[src/ewsi_pkg.sv]
// Package for the energy window sorted insert block.
// Holds field widths, status codes, defaults and the broadcast struct.
// No dependencies.
`default_nettype none

package ewsi_pkg;

    // Field widths of the channels
    localparam int ENERGY_W  = 32;
    localparam int TAG_IN_W  = 16;
    localparam int CUTOFF_W  = 31;
    localparam int STATUS_W  = 2;
    localparam int SLOT_W    = 6;
    localparam int COUNT_W   = 7;
    localparam int TAG_MAX_W = 32;

    // Parameter defaults
    localparam int DEF_DEPTH    = 64;
    localparam int DEF_TAG_BITS = 16;

    // Cutoff after reset: 5.0 kcal/mol in units of 1/1024
    localparam logic [CUTOFF_W-1:0] CUTOFF_RESET = CUTOFF_W'(5120);

    // Result status codes
    localparam logic [STATUS_W-1:0] ST_ACCEPT = 2'd0;
    localparam logic [STATUS_W-1:0] ST_HIGH   = 2'd1;
    localparam logic [STATUS_W-1:0] ST_FULL   = 2'd2;

    // Broadcast from the control to every cell of the chain
    typedef struct packed {
        logic                       upd;
        logic signed [ENERGY_W-1:0] energy;
        logic [TAG_MAX_W-1:0]       tag;
    } t_ewsi_bcast;

endpackage

`default_nettype wire

[src/ewsi_cell.sv]
// One slot of the sorted table: energy key and tag.
// Loads from its lower neighbor on a shift or takes the new entry at the boundary.
// Depends on ewsi_pkg.
`default_nettype none

module ewsi_cell import ewsi_pkg::*; #(
    parameter int TAG_BITS = DEF_TAG_BITS
) (
    input  wire logic                       i_clk,
    input  wire t_ewsi_bcast                i_bc,
    input  wire logic                       i_occ,
    input  wire logic                       i_prev_take,
    input  wire logic signed [ENERGY_W-1:0] i_prev_energy,
    input  wire logic [TAG_BITS-1:0]        i_prev_tag,
    output logic                            o_take,
    output logic signed [ENERGY_W-1:0]      o_energy,
    output logic [TAG_BITS-1:0]             o_tag
);

    logic signed [ENERGY_W-1:0] r_energy;
    logic [TAG_BITS-1:0]        r_tag;

    // Slot is at or past the insert point: empty, or key strictly greater
    assign o_take   = !i_occ || (r_energy > i_bc.energy);
    assign o_energy = r_energy;
    assign o_tag    = r_tag;

    // Shift up from the neighbor, or take the new entry at the boundary
    always_ff @(posedge i_clk) begin
        if (i_bc.upd) begin
            if (i_prev_take) begin
                r_energy <= i_prev_energy;
                r_tag    <= i_prev_tag;
            end else if (o_take) begin
                r_energy <= i_bc.energy;
                r_tag    <= i_bc.tag[TAG_BITS-1:0];
            end
        end
    end

endmodule

`default_nettype wire

[config.mk]
export PLATFORM = sky130hd
export DESIGN_NAME = ewsi_cell
export DESIGN_NICKNAME = d
export VERILOG_FILES = /design/src/ewsi_pkg.sv /design/src/ewsi_cell.sv
export SDC_FILE = /design/constraint.sdc
export NUM_CORES = 1
export LEC_CHECK = 0
export BUFFER_PORTS_ARGS = -buffer_cell sky130_fd_sc_hd__buf_2
export CAP_MARGIN = 20
export CORE_MARGIN = 3
export CORE_UTILIZATION = 35
export CTS_CLUSTER_DIAMETER = 150
export CTS_CLUSTER_SIZE = 25
export DETAILED_ROUTE_END_ITERATION = 12
export PLACE_DENSITY = 0.74
export SYNTH_ARGS = -nofsm -noshare
export SYNTH_HDL_FRONTEND = slang
export SYNTH_SLANG_ARGS = --single-unit
[constraint.sdc]
create_clock -name i_clk -period 5.16 [get_ports i_clk]
set_input_delay 1.032 -clock i_clk [delete_from_list [all_inputs] [get_ports i_clk]]
set_output_delay 1.032 -clock i_clk [all_outputs]
set_load 0.02 [all_outputs]
==> summary.txt, run 1 <==
Floorplanning
  • Core area: 7770 µm²
  • Initial core utilization: 0.364
  • Width of the die: 95.9 µm
  • Die outline area: 9190 µm²
  • Height of the die: 95.9 µm
  • Row count: 32
  • # IOs: 165

Routing
  • Antenna viol nets, final: 0
  • Pre-Repair DR Iteration Count: 4
  • DRC violation total after the first TritonRoute iteration: 54
  • Vias after detailed routing: 2384
  • Routed wirelength normalized by instance count: 13.8 µm
  • Via density per instance: 4.71
  • Total DRC errors in the routed layout: 0
  • Total detailed-routing wirelength: 6.99 mm

Cells and area
  • Share of post-route cells with drive strength above 1: 0.455
  • Final core utilization: 0.490
  • Fin nets: 551
  • Area of combinational cells with multiple inputs: 1230 µm²
  • Number of filler instances in the final layout: 728
  • Antenna Diode Count: 0
  • Post-route cell area: 3810 µm²
  • Area taken by flip-flops and latches: 1440 µm²
  • Synth-to-layout area growth: 34.7%
  • Post-layout instance count excluding filler cells: 506

Setup path
  • Type of element launching the critical path: input port
  • Cell-by-cell listing of the critical path: buf_2 -> inv_1 -> ha_1 -> a21oi_1 -> o21ai_0 -> a221oi_1 -> or3b_1 -> nand3_1 -> nand3_1 -> buf_2
  • Critical Path Sink Type: output port
  • Crit path max-delay family: simple AND/OR/NAND/NOR gates
  • Slowest library cell on the worst path: sky130_fd_sc_hd__or3b_1
  • Top fanout value on the critical path: 2
  • Data arrival time at the worst-slack endpoint: 2880 ps
  • Buffering stage count on the worst path with inverters included: 3
  • Largest incremental delay on the critical path: 400 ps
  • Required arrival time at the worst endpoint: 4130 ps
  • Startpoint-to-endpoint class of the critical path: in2out

Yosys
  • Post-synth EDFFs: 48
  • Synth async-reset ratio: 0
  • Summed instance area of the synthesized netlist: 2830 µm²
  • Sequential-to-total area share from yosys stat: 0.510
  • Net Count, Synth: 402
  • Post-synth top flop: sky130_fd_sc_hd__edfxtp_1
  • Number of distinct standard cells referenced by the synthesized netlist: 27
  • Flip-flop and latch count after synthesis: 48
  • Gate Count Post-Synth: 254
  • Synthesized area per cell: 11.1 µm²
  • Warnings, synthesis: 0

Clock network
  • Root Buffer: sky130_fd_sc_hd__clkbuf_8
  • Post CTS Setup Buffer Count: 0
  • Bufs on Longest Clock Path: 2
  • TritonCTS Sinks: 48
  • Count of hold-fix buffers inserted at cts: 0
  • Resize count post-CTS: 0
  • Clock tree from TritonCTS: done
  • Clock network latency to the later pin of the worst-skew pair: 310 ps
  • Clock input transition at the sequential cells of the worst setup and hold paths: 100 ps
  • Number of buffers created by CTS: 5
  • Clock H-tree levels: 2

Place
  • Post-placement cell count: 498
  • Total of buffers placed on input and output ports: 148
  • Hpwl dp: 5.61 mm
  • DP Area: 3690 µm²
  • Routability congestion estimate: 0.741

Power and ir drop
  • Pleak: 1.84 nW
  • Power density over the cells: 265 nW/µm²
  • Maximum resistive drop on vdd: 0.131 mV

Global route
  • Number of antenna violations at the first check in global routing: 0
  • Via count of the first global-routing pass: 2384
  • Remaining global-route overflow: 0
  • Maximum number of pins on one net before global-route repair: 44
  • Global-route wire length before repair: 10.9 mm
  • Global-route usage over all layers: 0.151

Timing
  • RSZ-0062 raised after global routing: false
  • Worst setup skew after layout: 12.4 ps
  • Worst-margin pin slew: 640 ps
  • Maximum clock frequency: 256 MHz
  • Number of setup violations in the final report: 0
  • Max-Slew Margin vs Limit: 0.573
  • Final worst path period need: 3910 ps
  • Share of the clock period used by the worst path: 0.758
  • Hold Violations, Final: 0
  • Setup Total Neg Slack: 0 ps
  • Max-slew violation count: 0

Run
  • Maxcap violations: 0

Status
  • Outcome: finished clean

Min path
  • Path category of the worst min-delay check: in2reg
[kinds of logic (layout without fill, tap and decap cells)]
logic type	count (synthesis)	count (layout)	share of synthesized area
AO/OA/AOI/OAI	56	56	0.115
adder cells (fa/ha/maj)	32	32	0.142
buffers and inverters	44	194	0.0589
flip-flops	48	48	0.510
multiplexers	18	18	0.0730
AND/OR/NAND/NOR	56	56	0.102
[layout make-up]
cell class,count,share of cell area
Sequential cell,48,0.378
Multi-Input combinational cell,162,0.323
Timing Repair Buffer,151,0.200
Inverter,35,0.0345
Tap cell,102,0.0335
Clock buffer,5,0.0181
Clock inverter,3,0.0122
[Yosys cell counts (all sizes together), types with 3 or more instances]
cell type	count	share of area
ha	32	0.14
mux2	18	0.073
a21o	4	0.011
edfxtp	48	0.51
o21ai	35	0.062
nand3	7	0.012
inv	35	0.046
clkbuf	8	0.011
a21oi	12	0.021
nand2	35	0.046
nand4	7	0.025
nor4	3	0.0089
[power breakdown]
part           switching [W]  internal, W  total [W]  leakage, nW
clock network       0.000139     0.000146   0.000285       0.0548
logic               0.000140     0.000100   0.000240         1.32
registers          0.0000129     0.000470   0.000483        0.469
total               0.000292     0.000716    0.00101         1.84
[per-stage QoR]
| step | setup WS, ps | hold WS [ps] | total power, W |
|---|---|---|---|
| 2_1_floorplan | 949 | 1220 | 0.000637 |
| 3_3_place_gp | 1260 | 1290 | 0.000728 |
| 4_1_cts | 1200 | 984 | 0.00102 |
| 6_report | 1250 | 994 | 0.00101 |
| 3_5_place_dp | 1210 | 1300 | 0.000735 |
| 5_1_grt | 1110 | 997 | 0.00107 |
[per-layer routing]
metal	track usage	share of wire
met1	0.188	0.42
met2	0.257	0.47
met3	0.0493	0.099
met4	0.0320	0.0087
met5	0	0
[sequential cells by signal, summed over array words and instances, names as in the netlist]
signal,count
o_energy,32
o_tag,16
[final timing paths]
kind / start / endpoint / slack (ps) / cells after the start
max: i_bc[39] / o_take / 1250 / 10
min: i_prev_energy[29] / o_energy[29] / 990 / 3
min reg2reg: o_energy[31] / o_tag[6] / 1310 / 4
max reg2reg: o_energy[14] / o_tag[10] / 2370 / 8
[layout by cell type (no fill, tap or decap), drive strengths merged]
master	n
a21boi	1
nor4	3
or3b	1
bufinv	1
and2	1
clkinvlp	1
edfxtp	48
nand2	35
ha	32
a21oi	12
mux2	18
o21ai	35
nand3	7
a211oi	1
a21o	4
nand4	7
inv	36
nor2b	1
clkbuf	5
a221oi	1
a41oi	1
a2111oi	1
buf	151
nor2	1
[worst reg2reg max path: stages, from the launching register on]
cell	delay, ps
sky130_fd_sc_hd__edfxtp_1	410
sky130_fd_sc_hd__ha_1	360
sky130_fd_sc_hd__nand4_2	150
sky130_fd_sc_hd__nor4_2	410
sky130_fd_sc_hd__a21boi_2	220
sky130_fd_sc_hd__or3b_1	130
sky130_fd_sc_hd__nand3_1	130
sky130_fd_sc_hd__a41oi_4	260
sky130_fd_sc_hd__buf_4	370
(Power assumes the default switching activity.)
==> inputs of run 2 (changes only) <==
==> constraint.sdc (replaced) <==
create_clock -name i_clk -period 3.8 [get_ports i_clk]
set_input_delay 0.76 -clock i_clk [delete_from_list [all_inputs] [get_ports i_clk]]
set_output_delay 0.76 -clock i_clk [all_outputs]
set_load 0.02 [all_outputs]
==> run 2 against run 1 <==
Sequential share of layout area is 0.28 points lower; wire length shrank 1.7%; cell area up 0.76%; highest routed layer unchanged; first-iteration DRC count is 33% higher; via count rose by 0.34%; clock power up 31%; die area did not move.
==> summary.txt, run 2 (synthesis results as in run 1) <==
Floorplanning
  • Width of the die: 95.9 µm (unchanged)
  • # IOs: 165 (unchanged)
  • Core area: 7770 µm² (unchanged)
  • Row count: 32 (unchanged)
  • Height of the die: 95.9 µm (unchanged)
  • Initial core utilization: 0.364 (unchanged)
  • Die outline area: 9190 µm² (unchanged)

Cells and area
  • Fin nets: 552 (was 551)
  • Most frequent standard cell in the layout excluding fill and tap cells: sky130_fd_sc_hd__buf_2 (unchanged)
  • Number of flip-flops under the largest register name: 32 (unchanged)
  • Final core utilization: 0.494 (was 0.490)
  • Post-layout instance count excluding filler cells: 507 (was 506)
  • Synth-to-layout area growth: 35.8% (was 34.7%)
  • Antenna Diode Count: 0 (unchanged)
  • Top library cells by usage in the layout, fill and taps aside: sky130_fd_sc_hd__buf_2, sky130_fd_sc_hd__edfxtp_1, sky130_fd_sc_hd__inv_1, sky130_fd_sc_hd__nand2_1, sky130_fd_sc_hd__o21ai_0 (unchanged)
  • Number of filler instances in the final layout: 735 (was 728)
  • Share of post-route cells with drive strength above 1: 0.454 (was 0.455)

Timing
  • Hold Violations, Final: 0 (unchanged)
  • Worst-margin pin slew: 350 ps (was 640 ps)
  • Number of setup violations in the final report: 0 (unchanged)
  • Share of the clock period used by the worst path: 0.873
  • RSZ-0062 raised after global routing: false (unchanged)
  • Maximum clock frequency: 301 MHz
  • Max-Slew Margin vs Limit: 0.764 (was 0.573)
  • Worst setup skew after layout: 8.58 ps (was 12.4 ps)
  • Max-slew violation count: 0 (unchanged)
  • Setup Total Neg Slack: 0 ps (unchanged)
  • Final worst path period need: 3320 ps

Min path
  • Path category of the worst min-delay check: in2reg (unchanged)
  • Instance count along the most critical hold path: 3 (unchanged)

Global route
  • Global-route wire length before repair: 10.6 mm (was 10.9 mm)
  • Via count of the first global-routing pass: 2281 (was 2384)
  • Remaining global-route overflow: 0 (unchanged)
  • Number of antenna violations at the first check in global routing: 0 (unchanged)
  • Global-route usage over all layers: 0.150 (was 0.151)
  • Maximum number of pins on one net before global-route repair: 46 (was 44)

Setup path
  • Cell-by-cell listing of the critical path: buf_2 -> inv_1 -> ha_1 -> a21oi_1 -> o21ai_0 -> a221oi_1 -> or3b_1 -> nand3_1 -> nand3_1 -> buf_2 (unchanged)
  • Data arrival time at the worst-slack endpoint: 2560 ps (was 2880 ps)
  • Required arrival time at the worst endpoint: 3040 ps (was 4130 ps)
  • Largest incremental delay on the critical path: 400 ps (about the same)
  • Top fanout value on the critical path: 2 (unchanged)
  • Startpoint-to-endpoint class of the critical path: in2out (unchanged)
  • Slowest library cell on the worst path: sky130_fd_sc_hd__or3b_1 (unchanged)
  • Critical Path Sink Type: output port (unchanged)
  • Type of element launching the critical path: input port (unchanged)
  • Cells on worst reg2reg path: 8 (unchanged)

Run
  • Maxcap violations: 0 (unchanged)

Power and ir drop
  • Power density over the cells: 354 nW/µm² (was 265 nW/µm²)
  • Pleak: 1.86 nW (was 1.84 nW)
  • Maximum resistive drop on vdd: 0.206 mV (was 0.131 mV)

Place
  • Hpwl dp: 5.51 mm (was 5.61 mm)
  • Post-placement cell count: 499 (was 498)
  • Routability congestion estimate: 0.733 (was 0.741)
  • Total of buffers placed on input and output ports: 148 (unchanged)

Clock network
  • Clock tree from TritonCTS: done (unchanged)
  • Root Buffer: sky130_fd_sc_hd__clkbuf_8 (unchanged)
  • Post CTS Setup Buffer Count: 0 (unchanged)
  • Count of hold-fix buffers inserted at cts: 0 (unchanged)
  • Clock network latency to the later pin of the worst-skew pair: 300 ps (was 310 ps)
  • Resize count post-CTS: 0 (unchanged)
  • Clock H-tree levels: 2 (unchanged)
  • TritonCTS Sinks: 48 (unchanged)
  • Number of buffers created by CTS: 5 (unchanged)
  • Clock input transition at the sequential cells of the worst setup and hold paths: 90 ps (was 100 ps)
  • Bufs on Longest Clock Path: 2 (unchanged)

Routing
  • Routed wirelength normalized by instance count: 13.6 µm (was 13.8 µm)
  • Via density per instance: 4.72 (was 4.71)
  • Pre-Repair DR Iteration Count: 4 (unchanged)
  • Antenna viol nets, final: 0 (unchanged)
  • DRC violation total after the first TritonRoute iteration: 72 (was 54)
  • Total DRC errors in the routed layout: 0 (unchanged)
  • Total detailed-routing wirelength: 6.87 mm (was 6.99 mm)
  • Vias after detailed routing: 2392 (was 2384)

Status
  • Outcome: finished clean (unchanged)
run 2: layer usage:
| metal | track usage | up-vias | routed length (µm) |
|---|---|---|---|
| met3 | 0.0414 | 6 | 534 |
| li1 | - | 1213 | - |
| met2 | 0.247 | 82 | 3300 |
| met4 | 0.0474 | 0 | 87 |
| met1 | 0.189 | 1091 | 2950 |
| met5 | 0 | - | 0 |
run 2: final cells by class:
cell class                 count  area, µm²  share of cell area
clock buffer                   5       68.8              0.0179
clock inverter                 3       42.5              0.0111
inverter                      35        131              0.0342
multi-input combinational    162       1230               0.321
sequential                    48       1440               0.376
tap                          102        128              0.0333
timing repair buffer         152        796               0.207
run 2: final timing paths:
path / startpoint / slack (ps) / end
max: i_bc[39] / 480 / o_take
min: i_prev_energy[10] / 730 / o_energy[10]
max reg2reg: o_energy[14] / 1120 / o_tag[14]
min reg2reg: o_energy[31] / 1270 / o_energy[30]
run 2: through the flow:
step | total power [W] | instance area (µm²) | hold WS, ps | worst slack [ps]
finish | 0.00136 | 3840 | 729 | 483
global route | 0.00144 | 3840 | 714 | 328
CTS | 0.00137 | 3840 | 722 | 442
detailed placement | 0.00100 | 3730 | 1050 | 465
global placement | 0.000991 | 3730 | 1040 | 444
floorplan | 0.000866 | 2840 | 947 | 310
run 2: worst max-delay path: cells and delay by family:
| kind | cells | cell delay (ps) |
|---|---|---|
| compound gates | 3 | 550 |
| fa+ha+maj | 1 | 300 |
| buf+inv | 3 | 280 |
| simple gates | 3 | 660 |
run 2: where the power goes:
part	internal, W	switching [W]
Clock	0.000195	0.000179
Combinational	0.000140	0.000190
Sequential	0.000638	0.0000172
Total	0.000973	0.000385
==> inputs of run 3 (changes only) <==
--- a/config.mk
+++ b/config.mk
@@ -5,14 +5,15 @@
 export SDC_FILE = /design/constraint.sdc
 export NUM_CORES = 1
 export LEC_CHECK = 0
-export BUFFER_PORTS_ARGS = -buffer_cell sky130_fd_sc_hd__buf_2
+export BUFFER_PORTS_ARGS = -buffer_cell sky130_fd_sc_hd__clkbuf_2
 export CAP_MARGIN = 20
 export CORE_MARGIN = 3
 export CORE_UTILIZATION = 35
 export CTS_CLUSTER_DIAMETER = 150
 export CTS_CLUSTER_SIZE = 25
 export DETAILED_ROUTE_END_ITERATION = 12
-export PLACE_DENSITY = 0.74
+export GPL_ROUTABILITY_DRIVEN = 1
+export PLACE_DENSITY = 0.62
 export SYNTH_ARGS = -nofsm -noshare
 export SYNTH_HDL_FRONTEND = slang
 export SYNTH_SLANG_ARGS = --single-unit
==> run 3 against run 2 <==
Clock power shrank 19%; critical endpoint unchanged; fmax fell by 1.1%; cell area decreased by 0.95%; sequential cell count is the same; global-route usage shrank 0.20 points; worst hold slack improved by 2.6 ps; clock-buffer cell count stayed put; first-iteration DRC count rose by 21%; wire length is 1.4% higher; sequential share of layout area grew 0.36 points; critical path depth unchanged; clock skew decreased by 5.1 ps.
==> summary.txt, run 3 (synthesis results as in run 1) <==
Place
  • Post-placement cell count: 498 (was 499)
  • Total of buffers placed on input and output ports: 148 (unchanged)
  • Hpwl dp: 5.58 mm (was 5.51 mm)
  • Post-place setup slack: 419 ps (was 465 ps)
  • Routability congestion estimate: 0.767 (was 0.733)

Setup path
  • Buffering stage count on the worst path with inverters included: 3 (unchanged)
  • Largest incremental delay on the critical path: 440 ps (was 400 ps)
  • Crit path max-delay family: simple AND/OR/NAND/NOR gates (unchanged)
  • Cells on worst reg2reg path: 8 (unchanged)
  • Critical Path Sink Type: output port (unchanged)
  • Type of element launching the critical path: input port (unchanged)
  • Register-to-register setup slack: 870 ps (was 1120 ps)
  • Required arrival time at the worst endpoint: 3040 ps (about the same)
  • Data arrival time at the worst-slack endpoint: 2600 ps (was 2560 ps)
  • Slowest library cell on the worst path: sky130_fd_sc_hd__nor4_1 (was sky130_fd_sc_hd__or3b_1)
  • Top fanout value on the critical path: 2 (unchanged)
  • Capture instance of the worst register-to-register path: o_energy[3] (was o_tag[14])
  • Cell-by-cell listing of the critical path: clkbuf_2 -> inv_1 -> ha_1 -> a21o_1 -> nand3_1 -> a211oi_1 -> nor4_1 -> mux2_4 -> nand3_1 -> clkbuf_2 (was buf_2 -> inv_1 -> ha_1 -> a21oi_1 -> o21ai_0 -> a221oi_1 -> or3b_1 -> nand3_1 -> nand3_1 -> buf_2)
  • Worst path depth: 10 (unchanged)
  • Startpoint-to-endpoint class of the critical path: in2out (unchanged)
  • Crit Reg-Reg Startpoint: o_energy[21] (was o_energy[14])
  • Capture point of the worst path: o_take (unchanged)
  • Start point of the critical path: i_bc[53] (was i_bc[39])

Min path
  • Path category of the worst min-delay check: in2reg (unchanged)
  • Startpoint of the worst hold path: i_prev_energy[30] (was i_prev_energy[10])

Run
  • Maxcap violations: 0 (unchanged)

Cells and area
  • Area taken by flip-flops and latches: 1440 µm² (unchanged)
  • Number of flip-flops under the largest register name: 32 (unchanged)
  • Share of post-route cells with drive strength above 1: 0.453 (was 0.454)
  • Antenna Diode Count: 0 (unchanged)
  • Top library cells by usage in the layout, fill and taps aside: sky130_fd_sc_hd__clkbuf_2, sky130_fd_sc_hd__edfxtp_1, sky130_fd_sc_hd__inv_1, sky130_fd_sc_hd__nand2_1, sky130_fd_sc_hd__o21ai_0 (was sky130_fd_sc_hd__buf_2, sky130_fd_sc_hd__edfxtp_1, sky130_fd_sc_hd__inv_1, sky130_fd_sc_hd__nand2_1, sky130_fd_sc_hd__o21ai_0)
  • Final core utilization: 0.489 (was 0.494)
  • Synth-to-layout area growth: 34.5% (was 35.8%)
  • Number of filler instances in the final layout: 779 (was 735)
  • Post-layout instance count excluding filler cells: 506 (was 507)
  • Most frequent standard cell in the layout excluding fill and tap cells: sky130_fd_sc_hd__clkbuf_2 (was sky130_fd_sc_hd__buf_2)
  • Fin nets: 551 (was 552)
  • Area of combinational cells with multiple inputs: 1230 µm² (unchanged)

Clock network
  • TritonCTS Sinks: 48 (unchanged)
  • Clock H-tree levels: 2 (unchanged)
  • Resize count post-CTS: 0 (unchanged)
  • Number of buffers created by CTS: 5 (unchanged)
  • Count of hold-fix buffers inserted at cts: 0 (unchanged)
  • Bufs on Longest Clock Path: 2 (unchanged)
  • Post CTS Setup Buffer Count: 0 (unchanged)
  • Root Buffer: sky130_fd_sc_hd__clkbuf_8 (unchanged)
  • Clock input transition at the sequential cells of the worst setup and hold paths: 90 ps (about the same)
  • Clock network latency to the later pin of the worst-skew pair: 300 ps (about the same)
  • Clock tree from TritonCTS: done (unchanged)

Status
  • Outcome: finished clean (unchanged)

Power and ir drop
  • Sequential share of power: 0.511 (was 0.482)
  • Power spent charging and discharging nets: 0.000386 W (was 0.000385 W)
  • Sw Ratio: 0.300 (was 0.284)
  • Clock network fraction of design power: 0.235 (was 0.275)
  • Combinational power share: 0.254 (was 0.243)
  • Total power: 0.00129 W (was 0.00136 W)
  • Internal power: 0.000903 W (was 0.000973 W)
  • Power density over the cells: 339 nW/µm² (was 354 nW/µm²)
  • Pleak: 1.88 nW (was 1.86 nW)
  • Maximum resistive drop on vdd: 0.167 mV (was 0.206 mV)

Timing
  • Max-Slew Margin vs Limit: 0.504 (was 0.764)
  • Max-slew violation count: 0 (unchanged)
  • Number of setup violations in the final report: 0 (unchanged)
  • Worst-margin pin slew: 744 ps (was 350 ps)
  • Final worst path period need: 3360 ps (was 3320 ps)
  • Worst setup skew after layout: 3.45 ps (was 8.58 ps)
  • Share of the clock period used by the worst path: 0.883 (was 0.873)
  • Maximum clock frequency: 298 MHz (was 301 MHz)
  • RSZ-0062 raised after global routing: false (unchanged)
  • Worst Slack Setup Final: 445 ps (was 483 ps)
  • Setup Total Neg Slack: 0 ps (unchanged)
  • Hold Violations, Final: 0 (unchanged)

Global route
  • Remaining global-route overflow: 0 (unchanged)
  • Number of antenna violations at the first check in global routing: 0 (unchanged)
  • Global-route wire length before repair: 10.4 mm (was 10.6 mm)
  • Global-route usage over all layers: 0.148 (was 0.150)
  • Maximum number of pins on one net before global-route repair: 80 (was 46)
  • Via count of the first global-routing pass: 2228 (was 2281)

Floorplanning
  • Die outline area: 9190 µm² (unchanged)
  • Row count: 32 (unchanged)
  • Core area: 7770 µm² (unchanged)
  • # IOs: 165 (unchanged)
  • Initial core utilization: 0.364 (unchanged)
  • Height of the die: 95.9 µm (unchanged)
  • Width of the die: 95.9 µm (unchanged)

Routing
  • Total detailed-routing wirelength: 6.97 mm (was 6.87 mm)
  • Vias after detailed routing: 2358 (was 2392)
  • Routed wirelength normalized by instance count: 13.8 µm (was 13.6 µm)
  • Via density per instance: 4.66 (was 4.72)
  • Antenna viol nets, final: 0 (unchanged)
  • Total DRC errors in the routed layout: 0 (unchanged)
  • Pre-Repair DR Iteration Count: 4 (unchanged)
  • DRC violation total after the first TritonRoute iteration: 87 (was 72)
## run 3: worst min path at each step
stage | slack [ps] | end | cells after the start
3_3_place_gp | 1040 | o_energy[27] | 3
2_1_floorplan | 950 | o_energy[30] | 2
5_1_grt | 720 | o_energy[23] | 3
3_5_place_dp | 1040 | o_energy[30] | 3
4_1_cts | 720 | o_energy[30] | 3
6_report | 730 | o_energy[30] | 3
## run 3: stage by stage
stage                     hold WS (ps)  area [µm²]
after floorplan                    947        2840
after detailed placement          1040        3720
final                              732        3800
after global routing               724        3800
after CTS                          718        3800
after global placement            1040        3720
## run 3: tightest hold or removal path: stages
cell,delay (ps)
sky130_fd_sc_hd__clkbuf_2,70
sky130_fd_sc_hd__nand2_1,30
sky130_fd_sc_hd__o21ai_0,50
## run 3: area by class of cell
class | count | area share
inverter | 35 | 0.0346
timing repair buffer | 151 | 0.207
tap | 102 | 0.0336
multi-input combinational | 162 | 0.324
clock inverter | 3 | 0.00362
clock buffer | 5 | 0.0181
sequential | 48 | 0.379
## run 3: metal layers
metal / up-vias / wire (µm) / GRT usage
met1: 1066 / 2930 / 0.188
met3: 7 / 443 / 0.0367
met4: 0 / 65 / 0.0450
li1: 1209 / - / -
met2: 76 / 3520 / 0.247
met5: - / 0 / 0
## run 3: power groups by stage
stage | registers (W) | clock network (W) | logic [W]
2_1_floorplan | 0.000722 | 0 | 0.000144
3_3_place_gp | 0.000668 | 0 | 0.000327
3_5_place_dp | 0.000671 | 0 | 0.000333
4_1_cts | 0.000659 | 0.000315 | 0.000335
5_1_grt | 0.000664 | 0.000338 | 0.000365
6_report | 0.000658 | 0.000303 | 0.000328
